[config.mk]
export PLATFORM = sky130hd
export DESIGN_NAME = median_temperature_band_classifier_flat
export DESIGN_NICKNAME = d
export VERILOG_FILES = /design/src/sv/mtbc_pkg.sv /design/src/sv/mtbc_if.sv /design/src/sv/median_temperature_band_classifier.sv /design/src/sv/mtbc_ram.sv /design/src/flat_wrapper.sv
export SDC_FILE = /design/constraint.sdc
export NUM_CORES = 1
export LEC_CHECK = 0
export ABC_AREA = 1
export BUFFER_PORTS_ARGS = -buffer_cell sky130_fd_sc_hd__buf_2
export CORE_MARGIN = 1
export CORE_UTILIZATION = 45
export DETAILED_ROUTE_END_ITERATION = 8
export HOLD_SLACK_MARGIN = 0.05
export PLACE_DENSITY = 0.66
export SYNTH_ARGS = -nofsm -noshare
export SYNTH_HDL_FRONTEND = slang
export SYNTH_SLANG_ARGS = --single-unit
[constraint.sdc]
create_clock -name clk_i -period 5.5 [get_ports clk_i]
set_input_delay 1.1 -clock clk_i [delete_from_list [all_inputs] [get_ports clk_i]]
set_output_delay 1.1 -clock clk_i [all_outputs]
set_load 0.03 [all_outputs]
[src/sv/mtbc_pkg.sv]
// Shared types and constants of the median temperature band classifier.
`default_nettype none

package mtbc_pkg;

  localparam int LimitW  = 10;
  localparam int MedianW = 10;
  localparam int BandW   = 3;
  localparam int CfgIdxW = 2;

  typedef enum logic [BandW-1:0] {
    BAND_UNKNOWN = 3'd0,
    BAND_COLD    = 3'd1,
    BAND_NORMAL  = 3'd2,
    BAND_WARM    = 3'd3,
    BAND_HOT     = 3'd4
  } band_e;

  typedef enum logic [CfgIdxW-1:0] {
    CFG_COLD   = 2'd0,
    CFG_NORMAL = 2'd1,
    CFG_WARM   = 2'd2
  } cfg_idx_e;

  typedef enum logic [1:0] {
    ST_IDLE,
    ST_SCAN,
    ST_EMIT
  } state_e;

  localparam logic [LimitW-1:0] ColdLimitRst   = 10'd140;
  localparam logic [LimitW-1:0] NormalLimitRst = 10'd152;
  localparam logic [LimitW-1:0] WarmLimitRst   = 10'd156;

endpackage

`default_nettype wire

[src/sv/mtbc_if.sv]
// Handshake channels of the classifier: the sample input and the result output.
`default_nettype none

interface mtbc_smp_if #(
  parameter int SampleBits = 10
);
  logic                  valid;
  logic                  ready;
  logic [SampleBits-1:0] sample;

  modport source (output valid, output sample, input ready);
  modport sink   (input valid, input sample, output ready);
endinterface

interface mtbc_res_if;
  import mtbc_pkg::*;

  logic               valid;
  logic               ready;
  logic               valid_res;
  logic [MedianW-1:0] median_sample;
  logic [BandW-1:0]   band;
  logic               changed;
  logic               first_change;

  modport source (output valid, output valid_res, output median_sample, output band,
                  output changed, output first_change, input ready);
  modport sink   (input valid, input valid_res, input median_sample, input band,
                  input changed, input first_change, output ready);
endinterface

`default_nettype wire

[src/sv/median_temperature_band_classifier.sv]
// Top level of the median temperature band classifier.
`default_nettype none

// Each sample beat is written into a ring of the last WINDOW samples, held in
// two identical RAMs with one write port and one read port each. Until WINDOW
// samples have arrived the result beat has valid_res low, a zero median, the
// stored band and no change flags. Once the window is full the median is
// found by rank counting: every stored sample in turn is the candidate, read
// from one RAM copy, while the other copy is swept over the whole window and
// the samples that rank below the candidate are counted (equal values are
// ordered by slot, so the ranks are distinct). The candidate whose rank is
// WINDOW/2 is the median, the upper middle one for an even window. The sweep
// of the second RAM, one read per cycle, sets how long a full-window beat
// takes, less when the median turns up early. The median is then classed by
// the three inclusive raw-code limits, tested cold, normal, warm in that
// order, anything above all three limits being hot. The stored band starts
// unknown; changed flags a beat whose band differs from it and first_change
// flags the change out of unknown. A finished result waits in an output
// register, so the next sample beat is taken while it is still pending. The
// limits are written through the plain write port; the user must write them
// only while no beat is in work, which the block does not enforce. Indexes
// beyond the warm limit are ignored.
module median_temperature_band_classifier #(
  parameter int WINDOW      = 5,
  parameter int SAMPLE_BITS = 10
) (
  input  wire logic                     clk_i,
  input  wire logic                     rst_ni,
  mtbc_smp_if.sink                      smp_i,
  mtbc_res_if.source                    res_o,
  input  wire logic                     cfg_we_i,
  input  wire logic [mtbc_pkg::CfgIdxW-1:0] cfg_idx_i,
  input  wire logic [mtbc_pkg::LimitW-1:0]  cfg_data_i
);

  import mtbc_pkg::*;

  localparam int IdxW  = $clog2(WINDOW);
  localparam int FillW = $clog2(WINDOW + 1);
  // Common width for comparing the median with the limits and for the output.
  localparam int ExtW  = (SAMPLE_BITS > LimitW) ? SAMPLE_BITS : LimitW;

  localparam logic [IdxW-1:0]  LastIdx  = IdxW'(WINDOW - 1);
  localparam logic [IdxW-1:0]  HalfRank = IdxW'(WINDOW / 2);
  localparam logic [FillW-1:0] FillFull = FillW'(WINDOW);

  // Configuration limits.
  logic [LimitW-1:0] cold_lim_q, normal_lim_q, warm_lim_q;

  always_ff @(posedge clk_i or negedge rst_ni) begin
    if (!rst_ni) begin
      cold_lim_q   <= ColdLimitRst;
      normal_lim_q <= NormalLimitRst;
      warm_lim_q   <= WarmLimitRst;
    end else if (cfg_we_i) begin
      case (cfg_idx_i)
        CFG_COLD:   cold_lim_q   <= cfg_data_i;
        CFG_NORMAL: normal_lim_q <= cfg_data_i;
        CFG_WARM:   warm_lim_q   <= cfg_data_i;
        default:    ;
      endcase
    end
  end

  // Control state and datapath registers.
  state_e                 state_q, state_d;
  logic [IdxW-1:0]        wslot_q, wslot_d;
  logic [FillW-1:0]       fill_q, fill_d;
  band_e                  band_q, band_d;
  logic [IdxW-1:0]        cand_q, cand_d;      // candidate slot being issued
  logic [IdxW-1:0]        sweep_q, sweep_d;    // comparison slot being issued
  logic                   issue_done_q, issue_done_d;
  logic                   rd_vld_q, rd_vld_d;  // read data arrives this cycle
  logic [IdxW-1:0]        rd_cand_q, rd_sweep_q;
  logic [IdxW-1:0]        rank_q, rank_d;
  logic [SAMPLE_BITS-1:0] med_q, med_d;
  logic                   med_ok_q, med_ok_d;

  // Output register.
  logic               res_vld_q, res_vld_d;
  logic               res_valid_res_q, res_valid_res_d;
  logic [MedianW-1:0] res_med_q, res_med_d;
  band_e              res_band_q, res_band_d;
  logic               res_chg_q, res_chg_d;
  logic               res_first_q, res_first_d;

  // RAM ports.
  logic                   ram_we;
  logic [IdxW-1:0]        ram_raddr_a, ram_raddr_b;
  logic [SAMPLE_BITS-1:0] cand_rdata, sweep_rdata;

  mtbc_ram #(.Width(SAMPLE_BITS), .Depth(WINDOW)) u_ram_cand (
    .clk_i   (clk_i),
    .we_i    (ram_we),
    .waddr_i (wslot_q),
    .wdata_i (smp_i.sample),
    .raddr_i (ram_raddr_a),
    .rdata_o (cand_rdata)
  );

  mtbc_ram #(.Width(SAMPLE_BITS), .Depth(WINDOW)) u_ram_sweep (
    .clk_i   (clk_i),
    .we_i    (ram_we),
    .waddr_i (wslot_q),
    .wdata_i (smp_i.sample),
    .raddr_i (ram_raddr_b),
    .rdata_o (sweep_rdata)
  );

  // Rank contribution of the sweep sample against the candidate; ties are
  // broken by slot so that every sample has a distinct rank.
  logic            below;
  logic [IdxW-1:0] rank_new;
  assign below = (sweep_rdata < cand_rdata) ||
                 ((sweep_rdata == cand_rdata) && (rd_sweep_q < rd_cand_q));
  assign rank_new = ((rd_sweep_q == '0) ? '0 : rank_q) + IdxW'(below);

  // Classification of the median found.
  logic [ExtW-1:0] med_ext;
  band_e           new_band;
  assign med_ext = ExtW'(med_q);

  always_comb begin
    if (med_ext <= ExtW'(cold_lim_q)) begin
      new_band = BAND_COLD;
    end else if (med_ext <= ExtW'(normal_lim_q)) begin
      new_band = BAND_NORMAL;
    end else if (med_ext <= ExtW'(warm_lim_q)) begin
      new_band = BAND_WARM;
    end else begin
      new_band = BAND_HOT;
    end
  end

  logic out_free;
  assign out_free = !res_vld_q || res_o.ready;

  always_comb begin
    state_d         = state_q;
    wslot_d         = wslot_q;
    fill_d          = fill_q;
    band_d          = band_q;
    cand_d          = cand_q;
    sweep_d         = sweep_q;
    issue_done_d    = issue_done_q;
    rd_vld_d        = 1'b0;
    rank_d          = rank_q;
    med_d           = med_q;
    med_ok_d        = med_ok_q;
    res_vld_d       = res_vld_q && !res_o.ready;
    res_valid_res_d = res_valid_res_q;
    res_med_d       = res_med_q;
    res_band_d      = res_band_q;
    res_chg_d       = res_chg_q;
    res_first_d     = res_first_q;
    ram_we          = 1'b0;
    ram_raddr_a     = cand_q;
    ram_raddr_b     = sweep_q;
    smp_i.ready     = 1'b0;

    case (state_q)
      ST_IDLE: begin
        smp_i.ready = 1'b1;
        if (smp_i.valid) begin
          ram_we       = 1'b1;
          wslot_d      = (wslot_q == LastIdx) ? '0 : wslot_q + 1'b1;
          fill_d       = (fill_q == FillFull) ? fill_q : fill_q + 1'b1;
          cand_d       = '0;
          sweep_d      = '0;
          issue_done_d = 1'b0;
          med_ok_d     = 1'b0;
          state_d      = (fill_d == FillFull) ? ST_SCAN : ST_EMIT;
        end
      end

      ST_SCAN: begin
        if (!issue_done_q) begin
          rd_vld_d = 1'b1;
          if (sweep_q == LastIdx) begin
            sweep_d = '0;
            if (cand_q == LastIdx) begin
              issue_done_d = 1'b1;
            end else begin
              cand_d = cand_q + 1'b1;
            end
          end else begin
            sweep_d = sweep_q + 1'b1;
          end
        end
        if (rd_vld_q) begin
          rank_d = rank_new;
          if ((rd_sweep_q == LastIdx) && (rank_new == HalfRank)) begin
            med_d    = cand_rdata;
            med_ok_d = 1'b1;
            rd_vld_d = 1'b0;
            state_d  = ST_EMIT;
          end
        end
      end

      ST_EMIT: begin
        if (out_free) begin
          res_vld_d = 1'b1;
          if (med_ok_q) begin
            res_valid_res_d = 1'b1;
            res_med_d       = med_ext[MedianW-1:0];
            res_band_d      = new_band;
            res_chg_d       = (new_band != band_q);
            res_first_d     = (new_band != band_q) && (band_q == BAND_UNKNOWN);
            band_d          = new_band;
          end else begin
            res_valid_res_d = 1'b0;
            res_med_d       = '0;
            res_band_d      = band_q;
            res_chg_d       = 1'b0;
            res_first_d     = 1'b0;
          end
          state_d = ST_IDLE;
        end
      end

      default: begin
        state_d = ST_IDLE;
      end
    endcase
  end

  always_ff @(posedge clk_i or negedge rst_ni) begin
    if (!rst_ni) begin
      state_q      <= ST_IDLE;
      wslot_q      <= '0;
      fill_q       <= '0;
      band_q       <= BAND_UNKNOWN;
      issue_done_q <= 1'b0;
      rd_vld_q     <= 1'b0;
      res_vld_q    <= 1'b0;
    end else begin
      state_q      <= state_d;
      wslot_q      <= wslot_d;
      fill_q       <= fill_d;
      band_q       <= band_d;
      issue_done_q <= issue_done_d;
      rd_vld_q     <= rd_vld_d;
      res_vld_q    <= res_vld_d;
    end
  end

  always_ff @(posedge clk_i) begin
    cand_q          <= cand_d;
    sweep_q         <= sweep_d;
    rd_cand_q       <= cand_q;
    rd_sweep_q      <= sweep_q;
    rank_q          <= rank_d;
    med_q           <= med_d;
    med_ok_q        <= med_ok_d;
    res_valid_res_q <= res_valid_res_d;
    res_med_q       <= res_med_d;
    res_band_q      <= res_band_d;
    res_chg_q       <= res_chg_d;
    res_first_q     <= res_first_d;
  end

  assign res_o.valid         = res_vld_q;
  assign res_o.valid_res     = res_valid_res_q;
  assign res_o.median_sample = res_med_q;
  assign res_o.band          = res_band_q;
  assign res_o.changed       = res_chg_q;
  assign res_o.first_change  = res_first_q;

endmodule

`default_nettype wire

[src/sv/mtbc_ram.sv]
// Generic single-write, single-read RAM with a registered read port.
`default_nettype none

module mtbc_ram #(
  parameter int Width = 10,
  parameter int Depth = 5
) (
  input  wire logic                     clk_i,
  input  wire logic                     we_i,
  input  wire logic [$clog2(Depth)-1:0] waddr_i,
  input  wire logic [Width-1:0]         wdata_i,
  input  wire logic [$clog2(Depth)-1:0] raddr_i,
  output logic      [Width-1:0]         rdata_o
);

  logic [Width-1:0] mem_q [Depth];
  logic [Width-1:0] rdata_q;

  always_ff @(posedge clk_i) begin
    if (we_i) begin
      mem_q[waddr_i] <= wdata_i;
    end
    rdata_q <= mem_q[raddr_i];
  end

  assign rdata_o = rdata_q;

endmodule

`default_nettype wire

[src/flat_wrapper.sv]
// flat-port wrapper written by rule: the top's interface ports become plain ports
module median_temperature_band_classifier_flat import mtbc_pkg::*;
#(
  parameter int WINDOW      = 5,
  parameter int SAMPLE_BITS = 10
)
  (clk_i, rst_ni, cfg_we_i, cfg_idx_i, cfg_data_i, smp_i_valid, smp_i_sample, smp_i_ready, res_o_valid, res_o_valid_res, res_o_median_sample, res_o_band, res_o_changed, res_o_first_change, res_o_ready);
  mtbc_smp_if #(.SampleBits((10))) smp_i_i ();
  mtbc_res_if res_o_i ();
  input  wire logic clk_i;
  input  wire logic rst_ni;
  input  wire logic cfg_we_i;
  input  wire logic [mtbc_pkg::CfgIdxW-1:0] cfg_idx_i;
  input  wire logic [mtbc_pkg::LimitW-1:0] cfg_data_i;
  input wire logic [$bits(smp_i_i.valid)-1:0] smp_i_valid;
  input wire logic [$bits(smp_i_i.sample)-1:0] smp_i_sample;
  output wire logic [$bits(smp_i_i.ready)-1:0] smp_i_ready;
  output wire logic [$bits(res_o_i.valid)-1:0] res_o_valid;
  output wire logic [$bits(res_o_i.valid_res)-1:0] res_o_valid_res;
  output wire logic [$bits(res_o_i.median_sample)-1:0] res_o_median_sample;
  output wire logic [$bits(res_o_i.band)-1:0] res_o_band;
  output wire logic [$bits(res_o_i.changed)-1:0] res_o_changed;
  output wire logic [$bits(res_o_i.first_change)-1:0] res_o_first_change;
  input wire logic [$bits(res_o_i.ready)-1:0] res_o_ready;
  assign smp_i_i.valid = smp_i_valid;
  assign smp_i_i.sample = smp_i_sample;
  assign smp_i_ready = smp_i_i.ready;
  assign res_o_valid = res_o_i.valid;
  assign res_o_valid_res = res_o_i.valid_res;
  assign res_o_median_sample = res_o_i.median_sample;
  assign res_o_band = res_o_i.band;
  assign res_o_changed = res_o_i.changed;
  assign res_o_first_change = res_o_i.first_change;
  assign res_o_i.ready = res_o_ready;
  median_temperature_band_classifier #(.WINDOW(WINDOW), .SAMPLE_BITS(SAMPLE_BITS)) u_core (.clk_i(clk_i), .rst_ni(rst_ni), .smp_i(smp_i_i), .res_o(res_o_i), .cfg_we_i(cfg_we_i), .cfg_idx_i(cfg_idx_i), .cfg_data_i(cfg_data_i));
endmodule
# After elaboration in Yosys (flattened, before gate mapping)
# Memory sizes are Yosys's and may differ from the RTL's. A register that Yosys moved wholly into a read port is not among the register bits.
# Cells that the tools add are included.
[word_totals]
mem_bits_ro = 0
memories = 2
ram_bits = 100
latchBits = 0
out_inout_bits = 18
inputBits = 27
word_cells = 120
reg_bits = 86
[memory_table]
columns = ["name", "words", "width", "rd", "rd_ports_with_merged_regs", "wr", "line_no", "text"]
rows = [
  ["u_core.u_ram_cand.mem_q", 5, 10, 1, 1, 1, "mtbc_ram.sv:16", "logic [Width-1:0] mem_q [Depth];"],
  ["u_core.u_ram_sweep.mem_q", 5, 10, 1, 1, 1, "mtbc_ram.sv:16", ""],
]
[classes]
addsub = 5
shift = 0
n_reduce_logical = 25
magnitude_cmp = 5
div_mod_pow = 0
bitwise = 0
muxes = 41
eq_ne = 20
mul = 0
[op_table]
columns = ["operator", "n"]
rows = [
  ["2-to-1 mux 3 bit", 13],
  ["<= comparator 10 bit", 3],
  ["== test 3 bit, second input constant", 6],
  ["2-to-1 mux 1 bit", 18],
  ["AND reduction 2 bit", 7],
  ["adder 3 x 1 -> 3 bit, second input constant", 4],
  ["one-hot mux 3 bit (2 select lines)", 2],
  ["== test 10 bit", 1],
  ["less-than comparator 10 bit", 1],
  ["2-to-1 mux 2 bit", 5],
  ["!= test 2 x 1 -> 1 bit, second input constant", 4],
  ["AND reduction 4 bit", 2],
  ["zero test 3 bit", 2],
  ["!= test 2 bit, second input constant", 3],
  ["one-hot mux 2 bit (3 select lines)", 1],
  ["AND reduction 3 bit", 2],
  ["AND reduction 5 bit", 1],
  ["== test 2 x 1 -> 1 bit, second input constant", 2],
  ["== test 2 bit, second input constant", 2],
  ["logical AND 1 bit", 4],
  ["zero test 2 bit", 2],
  ["one-hot mux 1 bit (2 select lines)", 2],
  ["adder 3 x 1 -> 3 bit", 1],
  ["== test 3 x 2 -> 1 bit, second input constant", 1],
  ["5 further kinds", 7],
]

# Longest topological paths before layout
# Gate-level depths: netlist of run 1.
[depth]
word_depth = 9
mapped_depth = 16

# Hierarchy
# A second synthesis of run 1 with hierarchy kept.
[hier_totals]
cells_unflattened = 953
area_unflattened_um2 = 9385.3
[by_module_without_submodules]
columns = ["module", "cells_each", "n_inst", "area_per_inst_um2", "seq_area_each_um2"]
rows = [
  ["mtbc_ram", 220, 2, 2357.3, 1701.6],
  ["median_temperature_band_classifier", 513, 1, 4670.7, 2314.7],
]

# Least setup slack after synthesis of run 1
# No wires, ideal clock.
[synth_timing]
path_kind = "input to register"
from = "input port smp_i_valid"
to = "memory u_core.u_ram_cand.mem_q[1][0], enable pin"
required_time_ps = 5110
path_stages = 5
setup_slack_ps = 2845
t_arrival_ps = 2266
n_path_buf = 1
cell_sequence = "inv_1 nor2_4 inv_2 buf_2 nor3_1"
[synth_between]
elab_chain_cells = 4
[synth_rtl]
columns = ["element", "line_no", "text"]
rows = [
  ["from (decl)", "flat_wrapper.sv:15", "input wire logic [$bits(smp_i_i.valid)-1:0] smp_i_valid;"],
  ["2-to-1 mux 1 bit", "median_temperature_band_classifier.sv:164", "if (smp_i.valid) begin"],
  ["2-to-1 mux 1 bit", "median_temperature_band_classifier.sv:161", "case (state_q)"],
  ["2-to-1 mux 1 bit", "mtbc_ram.sv:20", "if (we_i) begin"],
  ["2-to-1 mux 1 bit (implied by the code)", "mtbc_ram.sv:21", "mem_q[waddr_i] <= wdata_i;"],
  ["to (decl)", "mtbc_ram.sv:16", ""],
]
# Every way passes these cells.

# Worst setup path in the final report of run 1
[layout_timing]
from = "register u_core.u_ram_cand.rdata_q[9] (netlist: u_core.u_ram_cand.rdata_o[9]), read port of u_core.u_ram_cand.mem_q"
to = "register u_core.med_q[9] (netlist: u_core.med_ext[9]), enable pin"
[layout_between]
elab_chain_cells = 7
word_cells_on_any_way = 8
[layout_rtl]
columns = ["element", "line_no", "text"]
rows = [
  ["from (decl)", "mtbc_ram.sv:17", "logic [Width-1:0] rdata_q;"],
  ["branches (longest 2 deep; another with less-than comparator 10 bit)", "n/a", ""],
  ["logical OR 1 bit (*)", "median_temperature_band_classifier.sv:114", "assign below = (sweep_rdata < cand_rdata) ||"],
  ["adder 3 x 1 -> 3 bit (*)", "median_temperature_band_classifier.sv:116", "assign rank_new = ((rd_sweep_q == '0) ? '0 : rank_q) + IdxW'(below);"],
  ["== test 3 x 2 -> 1 bit (*)", "median_temperature_band_classifier.sv:192", "if ((rd_sweep_q == LastIdx) && (rank_new == HalfRank)) begin"],
  ["logical AND 1 bit (*)", "median_temperature_band_classifier.sv:192", ""],
  ["AND reduction 3 bit (no line) (*)", "n/a", ""],
  ["to (signal assigned)", "median_temperature_band_classifier.sv:254", "med_q <= med_d;"],
  ["to (decl)", "median_temperature_band_classifier.sv:76", "logic [SAMPLE_BITS-1:0] med_q, med_d;"],
]
# Mark *: on every way between the ends.
# A chain may end at the register's enable or synchronous reset.

==> summary.md, run 1 <==
| Metric | Value |
|---|---|
| Average routed wire per standard cell | `13.1 um` |
| CTS clock-pin slew for the worst setup and hold paths | `0.06 ns` |
| Multiplexer share of the synthesized area | `0%` |
| CTS tree | `done` |
| Final-report hold violation count | `0` |
| Cells on Worst Hold Path | `0` |
| Period utilization | `56.3%` |
| Synth warn | `0` |
| Fin cells | `1,023` |
| Iteration-0 DRC Markers | `259` |
| WP data required | `5.54 ns` |
| Share of the synthesized area in the top cell type | `35.1%` |
| Remaining number of nets flagged by the antenna check after routing | `0` |
| Post-synthesis share of cell area spent on full adders, half adders and majority gates | `8.84%` |
| Maximum number of pins on one net before global-route repair | `45` |
| Post-route worst hold slack | `0.430 ns` |
| Clock skew after layout | `0.00939 ns` |
| Power Internal | `2.05 mW` |
| Synth Register Bits | `156` |
| Number of H-tree levels | `4` |
| Vias per std cell | `4.79` |
| CP max stage delay | `0.71 ns` |
| Max-slew violation count | `0` |
| Cell types with the highest counts after synthesis | `sky130_fd_sc_hd__nand2_1, sky130_fd_sc_hd__inv_1, sky130_fd_sc_hd__edfxtp_1` |
| Total buffers and inverters traversed by the critical path | `2` |
| Buffer cell driving the clock tree root | `sky130_fd_sc_hd__clkbuf_16` |
| Number of max-cap violations | `0` |
| Crit path max fanout | `10` |
| Share of power burned in combinational logic | `6.7%` |
| Antenna Cells | `0` |
| Cell type with the largest total area after synthesis | `sky130_fd_sc_hd__edfxtp_1` |
| Total of endpoints with negative setup slack in the final report | `0` |
| Nature of the critical path endpoint | `flip-flop` |
| Xor-xnor portion of the synthesized cell area | `0.476%` |
| Number of clock sinks | `156` |
| Switch Pwr | `0.594 mW` |
| Sequential Power Share | `49.0%` |
| Area share of and/or/nand/nor cells after synthesis | `13.2%` |
| Fraction of final layout cells with drive strength greater than 1 | `15.1%` |
| Result of the run | `finished, final reports clean` |
| Initial antenna violation count | `0` |
| IO Pins | `45` |
| Initial Util | `46.2%` |
| Global route overflow | `0` |
| Area growth from synthesis to layout | `14.4%` |
| Power per cell area | `314 nW/um2` |
| Wire length of the first global-routing pass | `22,000 um` |
| Clk_lat worst skew | `0.42 ns` |
| Netlist cell types | `40` |
| Family of cells with the greatest summed delay on the critical path | `simple AND/OR/NAND/NOR gates` |
| Cell total after placement | `991` |
| Main combinational cell family by area after synthesis | `simple AND/OR/NAND/NOR gates` |
| Global placement routability congestion | `0.794` |
| Count of vias placed by the detailed router | `4,896` |
| Number of hold buffers added after cts | `0` |
| Number of synthesized flops with an enable pin | `86` |
| Post-CTS Setup Repair Bufs | `0` |
| Type of element launching the critical path | `flip-flop` |
| Worst voltage drop across the vdd grid | `0.197 mV` |
| Post-Synthesis Cell Area | `7360 um2` |
| Number of inserted filler cells in the final layout | `1,450` |
| Aggregate global-route resource usage | `17.4%` |
| Least-Margin Pin Slew | `1.02 ns` |
| Post-Syn Nets | `829` |
| Max stage delay cell, worst path | `sky130_fd_sc_hd__nor2_1` |
| Die W | `130 um` |
| Via count of the first global-routing pass | `4,567` |
| Post-Synthesis Cells | `750` |
| Leakage power summed over all cells | `3.78 nW` |
| Mean Syn Cell Area | `9.82 um2` |
| Worst r2r path cells | `11` |
| Setup TNS | `0 ns` |
| Die area | `16,900 um2` |
| Dominant cell by count in the synthesized netlist | `sky130_fd_sc_hd__nand2_1` |
| Main synth FF type | `sky130_fd_sc_hd__edfxtp_1` |
| Cell types occupying the most area after synthesis | `sky130_fd_sc_hd__edfxtp_1, sky130_fd_sc_hd__dfrtp_1, sky130_fd_sc_hd__ha_1` |
| Path type of the worst setup path | `reg -> reg` |
| Proportion of power drawn by the clock network | `44.3%` |
| Cell row count | `46` |
| Share of synthesized flip-flops with an asynchronous set or reset | `28.2%` |
| Switching Share | `22.5%` |
| Sequential fraction of the synthesis area | `57.3%` |
| PortBufs | `44` |
| Worst-path cell chain | `inv_1 > ha_1 > nand4_1 > inv_1 > nand4_1 > o41ai_1 > ha_1 > ha_1 > xor2_1 > nand4_1 > nor2_1` |
| Critical path depth | `11` |
| Fmax achieved | `0.323 GHz` |
| Clk buf depth | `2` |
| DRC Markers | `0` |
| Initial DRT Pass Iterations | `4` |
| Area fraction in compound gates after synthesis | `11.9%` |
| Core outline area | `15,900 um2` |
| Fin nets | `873` |
| Arrival time reported for the critical path endpoint | `3.14 ns` |
| Post_cts resized | `0` |
| Unrepaired setup endpoints after global routing | `no` |
| Chip height | `130 um` |
| Drt total wl | `13,400 um` |
| Relative slew slack | `32.0%` |
| Min-delay worst type | `reg -> reg` |
| Detailed placement HPWL | `9310 um` |
| Cts bufs inserted | `17` |
| Minimum period implied by the final worst setup slack | `3.09 ns` |
[power by group through the flow]
stage / clock network [mW] / logic, mW / registers, mW
final: 1.17 / 0.176 / 1.30
after global routing: 1.24 / 0.210 / 1.30
after CTS: 1.19 / 0.180 / 1.30
after detailed placement: 0 / 0.179 / 1.32
after global placement: 0 / 0.175 / 1.32
after floorplan: 0 / 0.131 / 1.31
[flip-flops by register name, summed over array words and instances (netlist names), 10 cells and up]
name / count
u_core.res_o.median_sample: 10
u_core.normal_lim_q: 10
u_core.u_ram_sweep.rdata_o: 10
u_core.warm_lim_q: 10
u_core.u_ram_cand.rdata_o: 10
u_core.cold_lim_q: 10
u_core.med_ext: 10
u_core.u_ram_cand.mem_q: 10
u_core.u_ram_sweep.mem_q: 40
[final cells by class]
type | count | area (um2) | share of cell area [%]
sequential | 156 | 4220 | 50.1
multi-input combinational | 432 | 2540 | 30.1
clock buffer | 24 | 548 | 6.51
inverter | 136 | 510 | 6.06
timing repair buffer | 51 | 273 | 3.24
tap | 216 | 270 | 3.21
clock inverter | 8 | 66.3 | 0.787
[through the flow]
stage | utilization [%] | setup slack (ns) | power (mW) | cell area [um2]
6_report | 52.8 | 2.41 | 2.64 | 8420
5_1_grt | 52.8 | 2.09 | 2.75 | 8420
4_1_cts | 52.8 | 2.37 | 2.67 | 8420
3_5_place_dp | 49.0 | 2.40 | 1.50 | 7810
3_3_place_gp | 49.0 | 2.42 | 1.49 | 7810
2_1_floorplan | - | 2.84 | 1.44 | 7360
[layout by cell type, fill, tap and decap left out, types with 21 or more instances in the layout]
master                      synthesis  final
sky130_fd_sc_hd__inv_1            130    130
sky130_fd_sc_hd__nor2_1            46     46
sky130_fd_sc_hd__ha_1              52     52
sky130_fd_sc_hd__o21ai_0           58     58
sky130_fd_sc_hd__buf_2              1     44
sky130_fd_sc_hd__nand2_1          131    131
sky130_fd_sc_hd__dfxtp_1           26     26
sky130_fd_sc_hd__clkbuf_16          0     21
sky130_fd_sc_hd__a21oi_1           34     34
sky130_fd_sc_hd__dfrtp_1           34     34
sky130_fd_sc_hd__edfxtp_1          86     86
sky130_fd_sc_hd__o211ai_1          22     22
[kinds of logic (layout without fill, tap and decap cells)]
family	Yosys count	in the layout
buffers and inverters	162	219
XOR/XNOR	4	4
adder cells (fa/ha/maj)	52	52
AO/OA/AOI/OAI	151	151
AND/OR/NAND/NOR	225	225
flip-flops	156	156
[worst reg2reg max path, stage by stage, from the launching register on]
cell and delay, ns:
sky130_fd_sc_hd__dfxtp_1 0.33, sky130_fd_sc_hd__inv_1 0.04, sky130_fd_sc_hd__ha_1 0.30, sky130_fd_sc_hd__nand4_1 0.11, sky130_fd_sc_hd__inv_1 0.08, sky130_fd_sc_hd__nand4_1 0.10, sky130_fd_sc_hd__o41ai_1 0.35, sky130_fd_sc_hd__ha_1 0.21
sky130_fd_sc_hd__ha_1 0.15, sky130_fd_sc_hd__xor2_1 0.19, sky130_fd_sc_hd__nand4_1 0.14, sky130_fd_sc_hd__nor2_1 0.71
[layer usage]
metal	routed length (um)	share of wire, %	track usage [%]
met1	6610	49	22.3
met2	6190	46	28.9
met3	492	3.7	4.26
met4	138	1.0	6.02
met5	0	0	0
[worst paths after layout]
kind | slack [ns] | from | endpoint
hold / removal | 0.43 | u_core.u_ram_cand.rdata_o[8] | u_core.med_ext[8]
max in group asynchronous | 4.01 | rst_ni | u_core.normal_lim_q[2]
hold reg to reg | 0.43 | u_core.u_ram_cand.rdata_o[8] | u_core.med_ext[8]
setup reg to reg | 2.41 | u_core.u_ram_cand.rdata_o[9] | u_core.med_ext[9]
min in group asynchronous | 0.86 | rst_ni | u_core.cold_lim_q[8]
setup / recovery | 2.41 | u_core.u_ram_cand.rdata_o[9] | u_core.med_ext[9]
Power figures use the tool's default switching activity.
==> run 2: changes to the inputs <==
- PLACE_DENSITY: 0.66 -> 0.68
- clock period: 5.5 -> 2.8 ns (I/O delays scaled with it)
==> summary.md, run 2 (synthesized netlist as in run 1, its figures left out) <==
| Metric | Value |
|---|---|
| Result of the run | `finished, final reports clean` |
| Max-slew violation count | `0` |
| Initial antenna violation count | `0` |
| Arrival time reported for the critical path endpoint | `2.80 ns` |
| Worst voltage drop across the vdd grid | `0.453 mV` |
| Count of vias placed by the detailed router | `4,983` |
| CTS tree | `done` |
| Global route overflow | `0` |
| Period utilization | `95.1%` |
| Die W | `130 um` |
| Final-report hold violation count | `0` |
| Type of element launching the critical path | `flip-flop` |
| Global placement routability congestion | `0.771` |
| Aggregate global-route resource usage | `17.7%` |
| Unrepaired setup endpoints after global routing | `yes` |
| Post-layout power | `5.18 mW` |
| PortBufs | `44` |
| Launch instance of the worst register-to-register path | `u_core.u_ram_cand.rdata_o[9]` |
| Cell row count | `46` |
| Chip height | `130 um` |
| Number of clock sinks | `156` |
| Most common cell after layout, fill and taps aside | `sky130_fd_sc_hd__nand2_1` |
| Remaining number of nets flagged by the antenna check after routing | `0` |
| Vias per std cell | `4.84` |
| Min-delay worst type | `in -> async` |
| Detailed placement HPWL | `9320 um` |
| CP startpoint | `u_core.u_ram_cand.rdata_o[9]` |
| Max stage delay cell, worst path | `sky130_fd_sc_hd__ha_2` |
| Buffer cell driving the clock tree root | `sky130_fd_sc_hd__clkbuf_16` |
| Average routed wire per standard cell | `13.3 um` |
| Post-route worst hold slack | `0.225 ns` |
| Largest register by flop count | `u_core.u_ram_sweep.mem_q` |
| CP max stage delay | `0.34 ns` |
| Crit path max fanout | `5` |
| Critical Path Most Common Cell | `sky130_fd_sc_hd__nand4_1` |
| CTS clock-pin slew for the worst setup and hold paths | `0.06 ns` |
| Setup slack on the worst flop-to-flop path | `0.14 ns` |
| Iteration-0 DRC Markers | `319` |
| Die area | `16,900 um2` |
| Drt total wl | `13,700 um` |
| Antenna Cells | `0` |
| Worst-path cell chain | `inv_2 > ha_4 > nand4_1 > inv_1 > nand4_1 > buf_4 > o41ai_4 > ha_2 > nor4_1 > nand4_1 > nor2_2 > buf_6` |
| Max FFs per register | `40` |
| Cts bufs inserted | `17` |
| Core outline area | `15,900 um2` |
| Commonest cells after routing, fill and taps aside | `sky130_fd_sc_hd__nand2_1, sky130_fd_sc_hd__inv_1, sky130_fd_sc_hd__edfxtp_1` |
| Fin nets | `879` |
| Number of max-cap violations | `0` |
| Initial Util | `46.2%` |
| Power per cell area | `604 nW/um2` |
| Number of hold buffers added after cts | `0` |
| Clock skew after layout | `0.0108 ns` |
| Fmax achieved | `0.376 GHz` |
| Fraction of the core area covered by cells at the end of the flow | `53.8%` |
| Nature of the critical path endpoint | `flip-flop` |
| Number of H-tree levels | `4` |
| Minimum period implied by the final worst setup slack | `2.66 ns` |
| Area growth from synthesis to layout | `16.4%` |
| Worst r2r path cells | `12` |
| WP data required | `2.93 ns` |
| Total of endpoints with negative setup slack in the final report | `0` |
| Relative slew slack | `51.1%` |
| Path type of the worst setup path | `reg -> reg` |
| Least-Margin Pin Slew | `0.732 ns` |
| Via count of the first global-routing pass | `4,688` |
| DRC Markers | `0` |
| Maximum number of pins on one net before global-route repair | `45` |
| Clk buf depth | `2` |
| Initial DRT Pass Iterations | `4` |
| Leakage power summed over all cells | `3.82 nW` |
| Wire length of the first global-routing pass | `22,500 um` |
| Critical register-to-register path endpoint | `u_core.med_ext[7]` |
| IO Pins | `45` |
| Clk_lat worst skew | `0.42 ns` |
| Fraction of final layout cells with drive strength greater than 1 | `17.7%` |
==> run 2: cell types whose count changed in the layout (fill, tap and decap cells not counted), sizes merged <==
cell,delta
clkbuf,-1
clkinv,-1
buf,+6
inv,+2
==> run 2: layout make-up <==
cell class | instances | area (um2)
multi-input cells | 432 | 2640
clock inverters | 9 | 67.6
flip-flops and latches | 156 | 4220
clock buffers | 23 | 537
inverters | 136 | 510
repair buffers | 57 | 325
fillers | 1418 | 7370
well taps | 216 | 270
==> run 2: how the worst max path moves through the flow <==
| stage | to | slack (ns) |
|---|---|---|
| 5_1_grt | u_core.med_ext[7] | -0.03 |
| 2_1_floorplan | u_core.med_ext[0] | 0.18 |
| 4_1_cts | u_core.med_ok_q | 0.16 |
| 3_3_place_gp | u_core.med_ok_q | 0.19 |
| 3_5_place_dp | u_core.med_ok_q | 0.19 |
| 6_report | u_core.med_ext[7] | 0.14 |
==> run 2: worst max-delay path, delay by kind of cell, from the launching register on <==
family	cells	cell delay, ns
AND/OR/NAND/NOR	5	0.79
adder cells (fa/ha/maj)	2	0.61
buffers and inverters	4	0.43
flip-flops	1	0.33
AO/OA/AOI/OAI	1	0.23
==> run 2: per-stage QoR <==
stage               area (um2)  cells  setup slack [ns]  setup TNS, ns
floorplan                 7360    750             0.176              0
global placement          7840    995             0.191              0
detailed placement        7840    995             0.185              0
CTS                       8440   1027             0.165              0
global route              8570   1029           -0.0295         -0.271
finish                    8570   1029             0.137              0
==> run 2: power breakdown <==
| group | total (mW) | internal [mW] | switching, mW | leakage [nW] |
|---|---|---|---|---|
| Combinational | 0.350 | 0.135 | 0.215 | 1.98 |
| Sequential | 2.55 | 2.50 | 0.0429 | 1.53 |
| Clock | 2.28 | 1.37 | 0.913 | 0.303 |
| Total | 5.18 | 4.00 | 1.17 | 3.82 |
==> run 2: what timing repair did <==
action	4_1_cts	5_1_grt
resized for setup	0	22
setup buffers	0	1
setup endpoints to repair	0	11
==> run 2: layer usage <==
metal | routed length [um] | track usage, %
met1 | 6040 | 21.2
met2 | 7010 | 30.5
met3 | 526 | 4.51
met4 | 102 | 7.32
met5 | 0 | 0
==> run 3: changes to the inputs <==
- BUFFER_PORTS_ARGS: -buffer_cell sky130_fd_sc_hd__buf_2 -> -buffer_cell sky130_fd_sc_hd__clkbuf_2
- CORE_MARGIN: 1 -> not set
==> summary.md, run 3 (synthesized netlist as in run 1, its figures left out) <==
| Metric | Value |
|---|---|
| Least-Margin Pin Slew | `0.716 ns` |
| Fin cells | `1,033` |
| Commonest cells after routing, fill and taps aside | `sky130_fd_sc_hd__nand2_1, sky130_fd_sc_hd__inv_1, sky130_fd_sc_hd__edfxtp_1` |
| Type of element launching the critical path | `flip-flop` |
| Total of endpoints with negative setup slack in the final report | `0` |
| Number of H-tree levels | `4` |
| Number of clock sinks | `156` |
| Setup slack on the worst flop-to-flop path | `0.15 ns` |
| WP data required | `2.93 ns` |
| CP max stage delay | `0.34 ns` |
| Max FFs per register | `40` |
| Global route overflow | `0` |
| Period utilization | `94.7%` |
| Cts bufs inserted | `17` |
| Remaining number of nets flagged by the antenna check after routing | `0` |
| Unrepaired setup endpoints after global routing | `yes` |
| Most common cell after layout, fill and taps aside | `sky130_fd_sc_hd__nand2_1` |
| Largest register by flop count | `u_core.u_ram_sweep.mem_q` |
| IO Pins | `45` |
| Number of inserted filler cells in the final layout | `1,407` |
| Cell row count | `46` |
| Antenna Cells | `0` |
| Initial DRT Pass Iterations | `5` |
| Relative slew slack | `52.1%` |
| Power per cell area | `597 nW/um2` |
| Fin nets | `883` |
| Initial Util | `46.2%` |
| Fraction of final layout cells with drive strength greater than 1 | `17.9%` |
| Drt total wl | `13,800 um` |
| Min-delay worst type | `in -> async` |
| Placed instance area | `7840 um2` |
| Multi-input gate area | `2630 um2` |
| Max-slew violation count | `0` |
| Worst voltage drop across the vdd grid | `0.421 mV` |
| Leakage power summed over all cells | `3.82 nW` |
| Number of max-cap violations | `0` |
| Post-route cell area | `8560 um2` |
| Global placement routability congestion | `0.794` |
| Critical Path Most Common Cell | `sky130_fd_sc_hd__nand4_1` |
| Launch instance of the worst register-to-register path | `u_core.u_ram_cand.rdata_o[8]` |
| End point of the critical path | `u_core.med_ext[3]` |
| Aggregate global-route resource usage | `18.0%` |
| Arrival time reported for the critical path endpoint | `2.79 ns` |
| Area growth from synthesis to layout | `16.3%` |
| Maximum number of pins on one net before global-route repair | `45` |
| CP startpoint | `u_core.u_ram_cand.rdata_o[8]` |
| CTS clock-pin slew for the worst setup and hold paths | `0.06 ns` |
| Die area | `16,900 um2` |
| Vias per std cell | `4.95` |
| PortBufs | `44` |
| Max stage delay cell, worst path | `sky130_fd_sc_hd__dfxtp_2` |
| Detailed placement HPWL | `9470 um` |
| Cell total after placement | `995` |
| Minimum period implied by the final worst setup slack | `2.65 ns` |
| Path type of the worst setup path | `reg -> reg` |
| Buffer cell driving the clock tree root | `sky130_fd_sc_hd__clkbuf_16` |
| Critical register-to-register path endpoint | `u_core.med_ext[3]` |
| Initial antenna violation count | `0` |
| Clock skew after layout | `0.00788 ns` |
| Clk_lat worst skew | `0.42 ns` |
| Via count of the first global-routing pass | `4,773` |
| Result of the run | `finished, final reports clean` |
| Final-report hold violation count | `0` |
| Clk buf depth | `2` |
| CTS tree | `done` |
| Wire length of the first global-routing pass | `22,800 um` |
| Die W | `130 um` |
| Count of vias placed by the detailed router | `5,110` |
| Fmax achieved | `0.377 GHz` |
| Nature of the critical path endpoint | `flip-flop` |
| Worst r2r path cells | `13` |
| Iteration-0 DRC Markers | `367` |
| DRC Markers | `0` |
| Setup TNS | `0 ns` |
| Core outline area | `15,900 um2` |
| Worst-path cell chain | `inv_2 > ha_4 > nand4_1 > inv_1 > nand4_1 > o211ai_1 > o41ai_4 > ha_2 > ha_4 > xor2_2 > nand4_1 > nor2_2 > buf_6` |
| Crit path max fanout | `5` |
| Average routed wire per standard cell | `13.4 um` |
| Combined flip-flop and latch cell area | `4220 um2` |
| Chip height | `130 um` |
-- run 3: through the flow --
| stage | utilization (%) | total power [mW] | hold slack [ns] | worst slack (ns) |
|---|---|---|---|---|
| floorplan | - | 2.84 | 0.264 | 0.176 |
| global placement | 49.2 | 2.93 | 0.414 | 0.183 |
| detailed placement | 49.2 | 2.94 | 0.416 | 0.111 |
| CTS | 52.7 | 5.16 | 0.242 | 0.106 |
| global route | 53.7 | 5.33 | 0.279 | -0.0459 |
| finish | 53.7 | 5.11 | 0.230 | 0.148 |
-- run 3: worst min-delay path by stage --
stage	from	endpoint	cells past startpoint
finish	rst_ni	u_core.state_q[0]	2
global route	rst_ni	u_core.state_q[0]	2
CTS	rst_ni	u_core.issue_done_q	2
detailed placement	u_core.u_ram_cand.rdata_o[3]	u_core.med_ext[3]	0
global placement	u_core.u_ram_cand.rdata_o[7]	u_core.med_ext[7]	0
floorplan	rst_ni	u_core.band_q[0]	0
-- run 3: what timing repair did --
action / in CTS / in global routing
hold buffers: 0 / 0
setup buffers: 0 / 5
setup endpoints to repair: 0 / 13
gates resized for setup: 0 / 26
-- run 3: power breakdown --
part           total (mW)  switching, mW  leakage [nW]  internal, mW
Clock                2.21          0.862         0.276          1.35
Sequential           2.55         0.0421          1.53          2.50
Combinational       0.350          0.214          2.01         0.136
Total                5.11           1.12          3.82          3.99
-- run 3: cell type report --
type | instances | area share [%]
inverter | 136 | 5.96
clock buffer | 27 | 6.02
sequential | 156 | 49.3
multi-input combinational | 432 | 30.7
clock inverter | 5 | 0.658
timing repair buffer | 61 | 4.15
tap | 216 | 3.16
-- run 3: metal layers --
| metal | wire length (um) | GRT usage [%] |
|---|---|---|
| met3 | 557 | 4.35 |
| met5 | 0 | 0 |
| met1 | 6040 | 21.9 |
| met2 | 7050 | 30.9 |
| met4 | 188 | 6.91 |
-- run 3: worst max-delay path, delay by kind of cell, from the launching register on --
kind,cells,cell delay [ns]
adders and majority gates,3,0.62
and+or+nand+nor,4,0.57
AOI/OAI and AO/OA,2,0.41
DFF,1,0.34
buffers and inverters,3,0.27
xor gates and xnor gates,1,0.14
